===== src/sv/smx_pkg.sv =====
`timescale 1ns / 1ps
// ----------------------------------------------------------------------------
// smx_pkg
// Shared types, constants and the exp2 fraction table for the softmax block.
// ----------------------------------------------------------------------------
package smx_pkg;

   localparam int SCORE_W = 16;
   localparam int PROB_W  = 16;
   localparam int SUM_W   = 23;
   localparam logic [16:0] LOG2E_Q = 17'd94548;

   typedef struct packed {
      logic load;
      logic clear;
      logic exp_start;
      logic div_start;
      logic emit;
   } smx_cmd_type;

   typedef struct packed {
      logic exp_done;
      logic div_done;
      logic last_idx;
      logic full;
   } smx_status_type;

   function automatic logic [16:0] exp2_tbl(input logic [4:0] k);
      logic [16:0] v;
      case (k)
         5'd0:  v = 17'd65536;
         5'd1:  v = 17'd62757;
         5'd2:  v = 17'd60097;
         5'd3:  v = 17'd57549;
         5'd4:  v = 17'd55109;
         5'd5:  v = 17'd52773;
         5'd6:  v = 17'd50535;
         5'd7:  v = 17'd48393;
         5'd8:  v = 17'd46341;
         5'd9:  v = 17'd44376;
         5'd10: v = 17'd42495;
         5'd11: v = 17'd40693;
         5'd12: v = 17'd38968;
         5'd13: v = 17'd37316;
         5'd14: v = 17'd35734;
         5'd15: v = 17'd34219;
         5'd16: v = 17'd32768;
         default: v = 17'd0;
      endcase
      return v;
   endfunction

endpackage


===== src/sv/smx_exp.sv =====
`timescale 1ns / 1ps
// ----------------------------------------------------------------------------
// smx_exp
// Three-stage e^(-d) unit: scale by log2(e), table interpolate, shift/round.
// ----------------------------------------------------------------------------
module smx_exp (
   input  logic        clock,
   input  logic        reset,
   input  logic        start,
   input  logic [15:0] diff,
   output logic        done,
   output logic [15:0] result
);
   import smx_pkg::*;

   logic [32:0] t_ff, t_in;
   logic [16:0] m_ff, m_in;
   logic [16:0] n_ff;
   logic [15:0] r_ff, r_in;
   logic [2:0]  v_ff;
   logic [16:0] a, b, dlt;
   logic [28:0] prod;
   logic [3:0]  idx;
   logic [17:0] rnd;
   logic [4:0]  sh;

   assign t_in = 33'((34'(diff) * 34'(LOG2E_Q)) >> 8);
   assign idx  = t_ff[15:12];
   assign a    = exp2_tbl({1'b0, idx});
   assign b    = exp2_tbl(5'({1'b0, idx} + 5'd1));
   assign dlt  = a - b;
   assign prod = 29'(dlt) * 29'(t_ff[11:0]);
   assign m_in = a - 17'(prod >> 12);

   always_comb begin
      sh  = n_ff[4:0];
      rnd = 18'(m_ff);
      if (n_ff == 17'd0) begin
         r_in = (m_ff > 17'd65535) ? 16'hFFFF : m_ff[15:0];
      end else if (n_ff <= 17'd16) begin
         rnd  = (18'(m_ff) + (18'd1 << (sh - 5'd1))) >> sh;
         r_in = (rnd > 18'd65535) ? 16'hFFFF : rnd[15:0];
      end else begin
         r_in = 16'd0;
      end
   end

   always_ff @(posedge clock) begin
      t_ff   <= t_in;
      m_ff   <= m_in;
      n_ff   <= t_ff[32:16];
      r_ff   <= r_in;
      if (reset) begin
         v_ff <= '0;
      end else begin
         v_ff <= {v_ff[1:0], start};
      end
   end

   assign done   = v_ff[2];
   assign result = r_ff;
endmodule


===== src/sv/smx_div.sv =====
`timescale 1ns / 1ps
// ----------------------------------------------------------------------------
// smx_div
// Restoring divider, one quotient bit per cycle: (num << 16) / den, saturated.
// ----------------------------------------------------------------------------
module smx_div (
   input  logic        clock,
   input  logic        reset,
   input  logic        start,
   input  logic [15:0] num,
   input  logic [22:0] den,
   output logic        done,
   output logic [15:0] quot
);
   import smx_pkg::*;

   logic [31:0] q_ff, q_in;
   logic [23:0] r_ff, r_in;
   logic [22:0] d_ff;
   logic [5:0]  c_ff, c_in;
   logic        busy_ff, busy_in, done_ff, done_in;
   logic [23:0] trial;

   always_comb begin
      q_in = q_ff;
      r_in = r_ff;
      c_in = c_ff;
      busy_in = busy_ff;
      done_in = 1'b0;
      trial = {r_ff[22:0], q_ff[31]};
      if (start) begin
         q_in = {num, 16'd0};
         r_in = 24'd0;
         c_in = 6'd0;
         busy_in = 1'b1;
      end else if (busy_ff) begin
         if (trial >= {1'b0, d_ff}) begin
            r_in = trial - {1'b0, d_ff};
            q_in = {q_ff[30:0], 1'b1};
         end else begin
            r_in = trial;
            q_in = {q_ff[30:0], 1'b0};
         end
         c_in = c_ff + 6'd1;
         if (c_ff == 6'd31) begin
            busy_in = 1'b0;
            done_in = 1'b1;
         end
      end
   end

   always_ff @(posedge clock) begin
      if (reset) begin
         busy_ff <= 1'b0;
         done_ff <= 1'b0;
      end else begin
         busy_ff <= busy_in;
         done_ff <= done_in;
      end
      q_ff <= q_in;
      r_ff <= r_in;
      c_ff <= c_in;
      if (start) begin
         d_ff <= den;
      end
   end

   assign done = done_ff;
   assign quot = (d_ff == 23'd0) ? 16'd0 : ((q_ff[31:16] != 16'd0) ? 16'hFFFF : q_ff[15:0]);
endmodule


===== src/sv/smx_datapath.sv =====
`timescale 1ns / 1ps
// ----------------------------------------------------------------------------
// smx_datapath
// Score/exp stores, running max, index counter, sum, exp and divide units.
// ----------------------------------------------------------------------------
module smx_datapath #(
   parameter int MAX_LEN = 64,
   parameter int IDX_W   = 6
) (
   input  logic                   clock,
   input  logic                   reset,
   input  smx_pkg::smx_cmd_type   cmd,
   input  logic [15:0]            score,
   output smx_pkg::smx_status_type status,
   output logic [15:0]            probability
);
   import smx_pkg::*;

   logic [15:0] score_mem [MAX_LEN];
   logic [15:0] exp_mem [MAX_LEN];
   logic [IDX_W:0] count_ff, count_in;
   logic [IDX_W:0] idx_ff, idx_in;
   logic signed [15:0] max_ff, max_in;
   logic [SUM_W-1:0] sum_ff, sum_in;
   logic [15:0] sc_rd_ff, ex_rd_ff;
   logic [15:0] diff;
   logic exp_done, div_done;
   logic [15:0] exp_val, quot;
   logic [IDX_W-1:0] widx;
   logic [IDX_W-1:0] rd_idx;

   assign diff   = 16'(max_ff - $signed(sc_rd_ff));
   assign widx   = count_ff[IDX_W-1:0];
   assign rd_idx = idx_in[IDX_W-1:0];

   always_comb begin
      count_in = count_ff;
      max_in   = max_ff;
      sum_in   = sum_ff;
      idx_in   = idx_ff;
      if (cmd.load) begin
         count_in = count_ff + 1'b1;
         if ($signed(score) > max_ff) begin
            max_in = $signed(score);
         end
      end
      if (exp_done) begin
         sum_in = sum_ff + SUM_W'(exp_val);
         // wrap to the first element once the exp pass is over
         idx_in = (idx_ff + 1'b1 == count_ff) ? '0 : idx_ff + 1'b1;
      end
      if (cmd.emit) begin
         idx_in = idx_ff + 1'b1;
      end
      if (cmd.clear) begin
         count_in = '0;
         max_in   = 16'sh8000;
         sum_in   = '0;
         idx_in   = '0;
      end
   end

   always_ff @(posedge clock) begin
      if (reset) begin
         count_ff <= '0;
         max_ff   <= 16'sh8000;
         sum_ff   <= '0;
         idx_ff   <= '0;
      end else begin
         count_ff <= count_in;
         max_ff   <= max_in;
         sum_ff   <= sum_in;
         idx_ff   <= idx_in;
      end
   end

   // stores read write-first so a same-cycle write is seen
   always_ff @(posedge clock) begin
      if (cmd.load) begin
         score_mem[widx] <= score;
      end
      if (exp_done) begin
         exp_mem[idx_ff[IDX_W-1:0]] <= exp_val;
      end
      if (cmd.load && widx == rd_idx) begin
         sc_rd_ff <= score;
      end else begin
         sc_rd_ff <= score_mem[rd_idx];
      end
      if (exp_done && idx_ff[IDX_W-1:0] == rd_idx) begin
         ex_rd_ff <= exp_val;
      end else begin
         ex_rd_ff <= exp_mem[rd_idx];
      end
   end

   smx_exp u_exp (
      .clock  (clock),
      .reset  (reset),
      .start  (cmd.exp_start),
      .diff   (diff),
      .done   (exp_done),
      .result (exp_val)
   );

   smx_div u_div (
      .clock (clock),
      .reset (reset),
      .start (cmd.div_start),
      .num   (ex_rd_ff),
      .den   (sum_ff),
      .done  (div_done),
      .quot  (quot)
   );

   assign status.exp_done = exp_done;
   assign status.div_done = div_done;
   assign status.last_idx = (idx_ff + 1'b1 == count_ff);
   assign status.full     = (count_ff == (IDX_W+1)'(MAX_LEN - 1));
   assign probability     = quot;
endmodule


===== src/sv/smx_ctrl.sv =====
`timescale 1ns / 1ps
// ----------------------------------------------------------------------------
// smx_ctrl
// Sequencer: collect, exp pass, divide pass with one result per element.
// ----------------------------------------------------------------------------
module smx_ctrl (
   input  logic                    clock,
   input  logic                    reset,
   input  logic                    start,
   input  logic                    last_element,
   input  smx_pkg::smx_status_type status,
   output smx_pkg::smx_cmd_type    cmd,
   output logic                    busy,
   output logic                    strobe,
   output logic                    last_out
);
   import smx_pkg::*;

   typedef enum logic [4:0] {
      S_COLLECT = 5'b00001,
      S_EXP     = 5'b00010,
      S_EXPWAIT = 5'b00100,
      S_DIV     = 5'b01000,
      S_DIVWAIT = 5'b10000
   } state_type;

   state_type state_ff, state_in;
   logic last_ff, last_in;

   always_comb begin
      state_in = state_ff;
      last_in  = last_ff;
      cmd      = '0;
      strobe   = 1'b0;
      case (state_ff)
         S_COLLECT: begin
            if (start) begin
               cmd.load = 1'b1;
               if (last_element || status.full) begin
                  state_in = S_EXP;
               end
            end
         end
         S_EXP: begin
            cmd.exp_start = 1'b1;
            last_in  = status.last_idx;
            state_in = S_EXPWAIT;
         end
         S_EXPWAIT: begin
            if (status.exp_done) begin
               state_in = last_ff ? S_DIV : S_EXP;
            end
         end
         S_DIV: begin
            cmd.div_start = 1'b1;
            last_in  = status.last_idx;
            state_in = S_DIVWAIT;
         end
         S_DIVWAIT: begin
            if (status.div_done) begin
               strobe   = 1'b1;
               cmd.emit = 1'b1;
               if (last_ff) begin
                  cmd.clear = 1'b1;
                  state_in  = S_COLLECT;
               end else begin
                  state_in = S_DIV;
               end
            end
         end
         default: state_in = S_COLLECT;
      endcase
   end

   always_ff @(posedge clock) begin
      if (reset) begin
         state_ff <= S_COLLECT;
         last_ff  <= 1'b0;
      end else begin
         state_ff <= state_in;
         last_ff  <= last_in;
      end
   end

   assign busy     = (state_ff != S_COLLECT);
   assign last_out = last_ff;

`ifndef NO_ASSERTIONS
   a_onehot: assert property (@(posedge clock) disable iff (reset) $onehot(state_ff))
      else $error("state not one-hot");
   a_strobe_state: assert property (@(posedge clock) disable iff (reset)
      strobe |-> state_ff == S_DIVWAIT) else $error("strobe outside divide");
   a_no_load_busy: assert property (@(posedge clock) disable iff (reset)
      cmd.load |-> !busy) else $error("load while busy");
   a_last_done: assert property (@(posedge clock) disable iff (reset)
      (strobe && last_out) |=> !busy) else $error("no return to collect");
`endif
endmodule


===== src/sv/softmax_vector.sv =====
`timescale 1ns / 1ps
// ----------------------------------------------------------------------------
// softmax_vector
// Max-subtracted softmax over a vector of Q8.8 scores, Q0.16 outputs.
// ----------------------------------------------------------------------------
// Usage:
//   Drive req_score/req_last_element with start; a transfer happens when
//   start is high and busy is low. Collection takes one element per cycle.
//   The element flagged last, or the one that fills the store, closes the
//   vector and busy rises.
//   Exp pass: elements go one at a time through the 3-stage exp unit.
//   Divide pass: elements go one at a time through the bit-serial divider.
//   Each probability appears for one cycle with rsp_valid; the final one has
//   rsp_last_result set. The receiver cannot stall; results are not held.
//   The first result follows the whole exp pass and the first divide.
//   Reset (synchronous) returns to collect with an empty vector.
// ----------------------------------------------------------------------------
module softmax_vector #(
   parameter int MAX_LEN = 64
) (
   input  logic        clock,
   input  logic        reset,
   input  logic        start,
   output logic        busy,
   input  logic [15:0] req_score,
   input  logic        req_last_element,
   output logic        rsp_valid,
   output logic [15:0] rsp_probability,
   output logic        rsp_last_result
);
   import smx_pkg::*;

   localparam int IDX_W = (MAX_LEN > 1) ? $clog2(MAX_LEN) : 1;

   smx_cmd_type    cmd;
   smx_status_type status;

   smx_ctrl u_ctrl (
      .clock        (clock),
      .reset        (reset),
      .start        (start),
      .last_element (req_last_element),
      .status       (status),
      .cmd          (cmd),
      .busy         (busy),
      .strobe       (rsp_valid),
      .last_out     (rsp_last_result)
   );

   smx_datapath #(.MAX_LEN(MAX_LEN), .IDX_W(IDX_W)) u_dp (
      .clock       (clock),
      .reset       (reset),
      .cmd         (cmd),
      .score       (req_score),
      .status      (status),
      .probability (rsp_probability)
   );
endmodule

===== config.mk =====
export PLATFORM = sky130hd
export DESIGN_NAME = softmax_vector
export DESIGN_NICKNAME = d
export VERILOG_FILES = /design/src/sv/smx_pkg.sv /design/src/sv/smx_exp.sv /design/src/sv/smx_div.sv /design/src/sv/smx_datapath.sv /design/src/sv/smx_ctrl.sv /design/src/sv/softmax_vector.sv
export SDC_FILE = /design/constraint.sdc
export NUM_CORES = 2
export LEC_CHECK = 0
export ABC_CLOCK_PERIOD_IN_PS = 12700
export BUFFER_PORTS_ARGS = -buffer_cell sky130_fd_sc_hd__buf_2
export CAP_MARGIN = 20
export CORE_ASPECT_RATIO = 1.1
export CORE_UTILIZATION = 50
export DETAILED_ROUTE_END_ITERATION = 7
export GPL_TIMING_DRIVEN = 0
export HOLD_SLACK_MARGIN = 0.02
export PLACE_DENSITY_LB_ADDON = 0.3
export SLEW_MARGIN = 20
export SYNTH_ARGS = -nofsm -noshare
export SYNTH_HDL_FRONTEND = slang
export SYNTH_SLANG_ARGS = --single-unit

===== constraint.sdc =====
create_clock -name clock -period 12.7 [get_ports clock]
set_input_delay 1.27 -clock clock [delete_from_list [all_inputs] [get_ports clock]]
set_output_delay 1.27 -clock clock [all_outputs]
set_load 0.01 [all_outputs]

==> run summary <==
The tools report the launching element type of the critical path as a flop. The starting density of the core was 0.5041; the required time at the endpoint of the critical path was 13390 ps. The mux cell area share after synthesis was 0.1508; the overall via count from detail_route was 57777. The cell at the root of the clock tree is clkbuf_16.

In this run, placement finished with an instance count of 9021. Dividing the detail-routed via count by the number of cells gives 6.131. The clock passes through at most 3 buffers. Yosys printed 0 warnings. The die covers 210700 um^2. The worst setup path is captured at a flop. Most frequent standard cell in the layout excluding fill and tap cells: edfxtp_1. Predominant post-synthesis flop cell: edfxtp_1. The worst-case headroom to the max-slew limit is 0.1998. The post-synthesis share of cell area spent on and, or, nand and nor gates is 0.05206. The source-to-sink clock delay at the later pin of the worst-skew pair is 880 ps, and the count of clock tree sinks is 2286. The cell with the largest stage delay on the worst path was mux4_2. The number of hold violations in the final report was 0; the final weighted congestion in routability-driven placement was 0.9012.

The tools report the number of nets in the synthesized netlist as 6718. The share of synthesized cell area in full adder, half adder and majority cells is 0.08275, and the maximum number of pins on one net before global-route repair is 67. For the pin with the worst max-slew slack, the measured transition is 1200 ps. The die span in y was 481.3 um. For this design the top-level I/O count stands at 39.

Once detail routing completed, the nets flagged for antenna violations numbered 0. After synthesis, the netlist uses 87 different library cells. The final-report max-slew violation count is 0. Based on the critical path, the design can be clocked at up to 0.08282 GHz. The path type of the worst min-delay path is flop to flop. The average wire per cell in the routed design was 27.82 um. The post-DP HPWL came out at 180.6 mm. Hold repair after CTS inserted 0 buffers. The worst setup path is of the flop to flop kind.

Clock-pin slew was measured on the worst setup and hold paths at 60 ps. The post-synthesis compound-gate area fraction works out to 0.03948. In this run the tool buffered the top-level ports with 38 buffer cells.

The flow ran to the end, but the final reports show violations. After synthesis, the largest family of logic cells by area is multiplexers. Synthesized area divided by synthesized cell count: 17.00 um^2. The number of setup buffers added after CTS is 0. Before antenna repair, the detailed router went through 7 iterations.

The post-detailed-routing wire length came out at 262.2 mm. For the finished layout, the period the worst path requires is 12070 ps. For this run, the post-layout net count is 7068. The run gives 0 as the final number of setup-violating endpoints. The global router's overall resource usage came out at 0.2502.

The run gives 12 as the number of antenna violations at the first check in global routing. The xor-xnor portion of the synthesized cell area is 0.01116. The count of flip-flops with a built-in enable after synthesis works out to 2087.

The top cell types in the final layout, fill and taps aside, are edfxtp_1, mux4_2, inv_1. Setup repair after global routing left no endpoint under its margin. The floorplan has 175 rows. For this run, the slowest stage of the critical path takes 590 ps. In the synthesized netlist, the number of instances is 6142. The run gives 207100 um^2 as the standard cell core area. The synthesized netlist occupies a cell area of 104400 um^2. The final period utilization is 0.9507, and the maximum net fanout on the critical path is 10.

The total congestion overflow after global routing is 0. The clock tree synthesis step divided the H-tree into 4 levels. TritonCTS built the clock tree.

The number of clock buffers added by TritonCTS is 214. The final non-filler cell total is 9423, and the via count of the first global-routing pass is 58137. The share of synthesized flip-flops with an asynchronous set or reset is 0.

The first-pass GRT wire length was 385.2 mm; the synthesis-to-layout area growth was 12.26%. Cell seen most often among critical-path stages: a21oi_1. The tools report the clock skew after layout as 68.20 ps. The DRC violation total after the first TritonRoute iteration is 6286.

For this run, design rule violations remaining after detail routing come to 9. The final reports fail on DRC. The floorplan die width is 437.7 um, and the number of synthesized register bits is 2286. Max-cap violations in this run came to 0.

The arrival time at the worst endpoint was 12770 ps; the sequential-to-total area share from yosys stat was 0.6383. The share of post-route cells with drive strength above 1 was 0.2118.
## flip-flops by register name, indices dropped and copies added, names as in the netlist, named ones only
signal              cells
u_dp.u_div.done         1
u_ctrl.state_ff         5
u_dp.u_exp.t_ff        25
u_ctrl.last_out         1
u_dp.u_div.busy_ff      1
u_dp.max_ff            16
u_dp.sum_ff            23
u_dp.u_div.c_ff         6
u_dp.u_div.r_ff        23
u_dp.u_exp.m_ff        17
u_dp.count_ff           7
u_dp.exp_mem         1024
u_dp.u_div.q_ff        32
u_dp.u_div.d_ff        23
u_dp.score_mem       1024
u_dp.u_exp.v_ff         3
u_dp.idx_ff             7
u_dp.u_exp.result      16
u_dp.u_exp.n_ff         9
u_dp.u_exp.a           17
## per-layer routing
layer  track usage  vias up  part of all wire
met5             0        -           0.00031
met4       0.09646       12             0.041
met3       0.04089      495             0.081
met2        0.4123     2757              0.49
met1        0.3356    29861              0.39
li1              -    24652                 -
## synthesized netlist by cell type, drive strengths merged, types with 52 or more instances
library cell  number  area share
and2              76      0.0046
nor3              63      0.0032
ha               333       0.040
nor2             385       0.014
o21ai             99      0.0047
buf               87      0.0040
mux4             675        0.15
nand3             91      0.0044
dfxtp            199       0.038
o21a              52      0.0037
edfxtp          2087        0.60
inv              373       0.013
clkbuf           222      0.0080
fa               223       0.043
nand2            310       0.011
xnor2             85      0.0071
a21oi            141      0.0068
## kinds of logic after synthesis
logic type | Yosys count
compound gates | 597
xor+xnor | 133
fa+ha+maj | 557
buf+inv | 684
flops | 2286
mux | 728
simple gates | 1157
## stage by stage
stage | setup WS (ps) | TNS, ps | util | hold slack, ps | cell area [um^2]
after global placement | -1119 | -14310 | 0.5216 | 310.4 | 108000
after detailed placement | -829.3 | -7365 | 0.5314 | 312.1 | 110100
after floorplan | 2381 | 0 | - | 309.6 | 104400
after global routing | 37.33 | 0 | 0.5659 | 335.1 | 117200
after CTS | 58.82 | 0 | 0.5656 | 326.8 | 117200
final | 625.9 | 0 | 0.5659 | 324.0 | 117200
## what timing repair did
item	in CTS	in global routing
setup endpoints to repair	17	15
gates resized for setup	15	34
pin swaps	0	0
## critical path: cells and delay by family, from the launching register on
| kind | cells | cell delay [ps] |
|---|---|---|
| adders and majority gates | 8 | 3320 |
| buffers and inverters | 8 | 2400 |
| AOI/OAI and AO/OA | 14 | 2920 |
| DFF | 1 | 310 |
| muxes | 3 | 1600 |
| and+or+nand+nor | 2 | 500 |
| xor gates and xnor gates | 2 | 820 |
## area by class of cell
type | count | area, um^2
Fill cell | 15619 | 89920
Sequential cell | 2286 | 66710
Multi-Input combinational cell | 3172 | 35710
Clock buffer | 255 | 5540
Tap cell | 2743 | 3432
Timing Repair Buffer | 136 | 1598
Clock inverter | 145 | 1509
Inverter | 375 | 1408
Buffer | 307 | 1308
Antenna cell | 4 | 10.01
## worst paths after layout
check                                          from                 end  slack [ps]  cells past startpoint
worst min register to register  u_dp.u_exp.t_ff[20]  u_dp.u_exp.n_ff[4]         320                      0
worst min-delay path            u_dp.u_exp.t_ff[20]  u_dp.u_exp.n_ff[4]         320                      0
worst max-delay path                           flop    u_dp.u_exp.a[12]         630                     37
worst max register to register                 flop    u_dp.u_exp.a[12]         630                     37
Power is not shown: default switching activity piles up to over one toggle a cycle in this logic, so the estimate is an artifact.
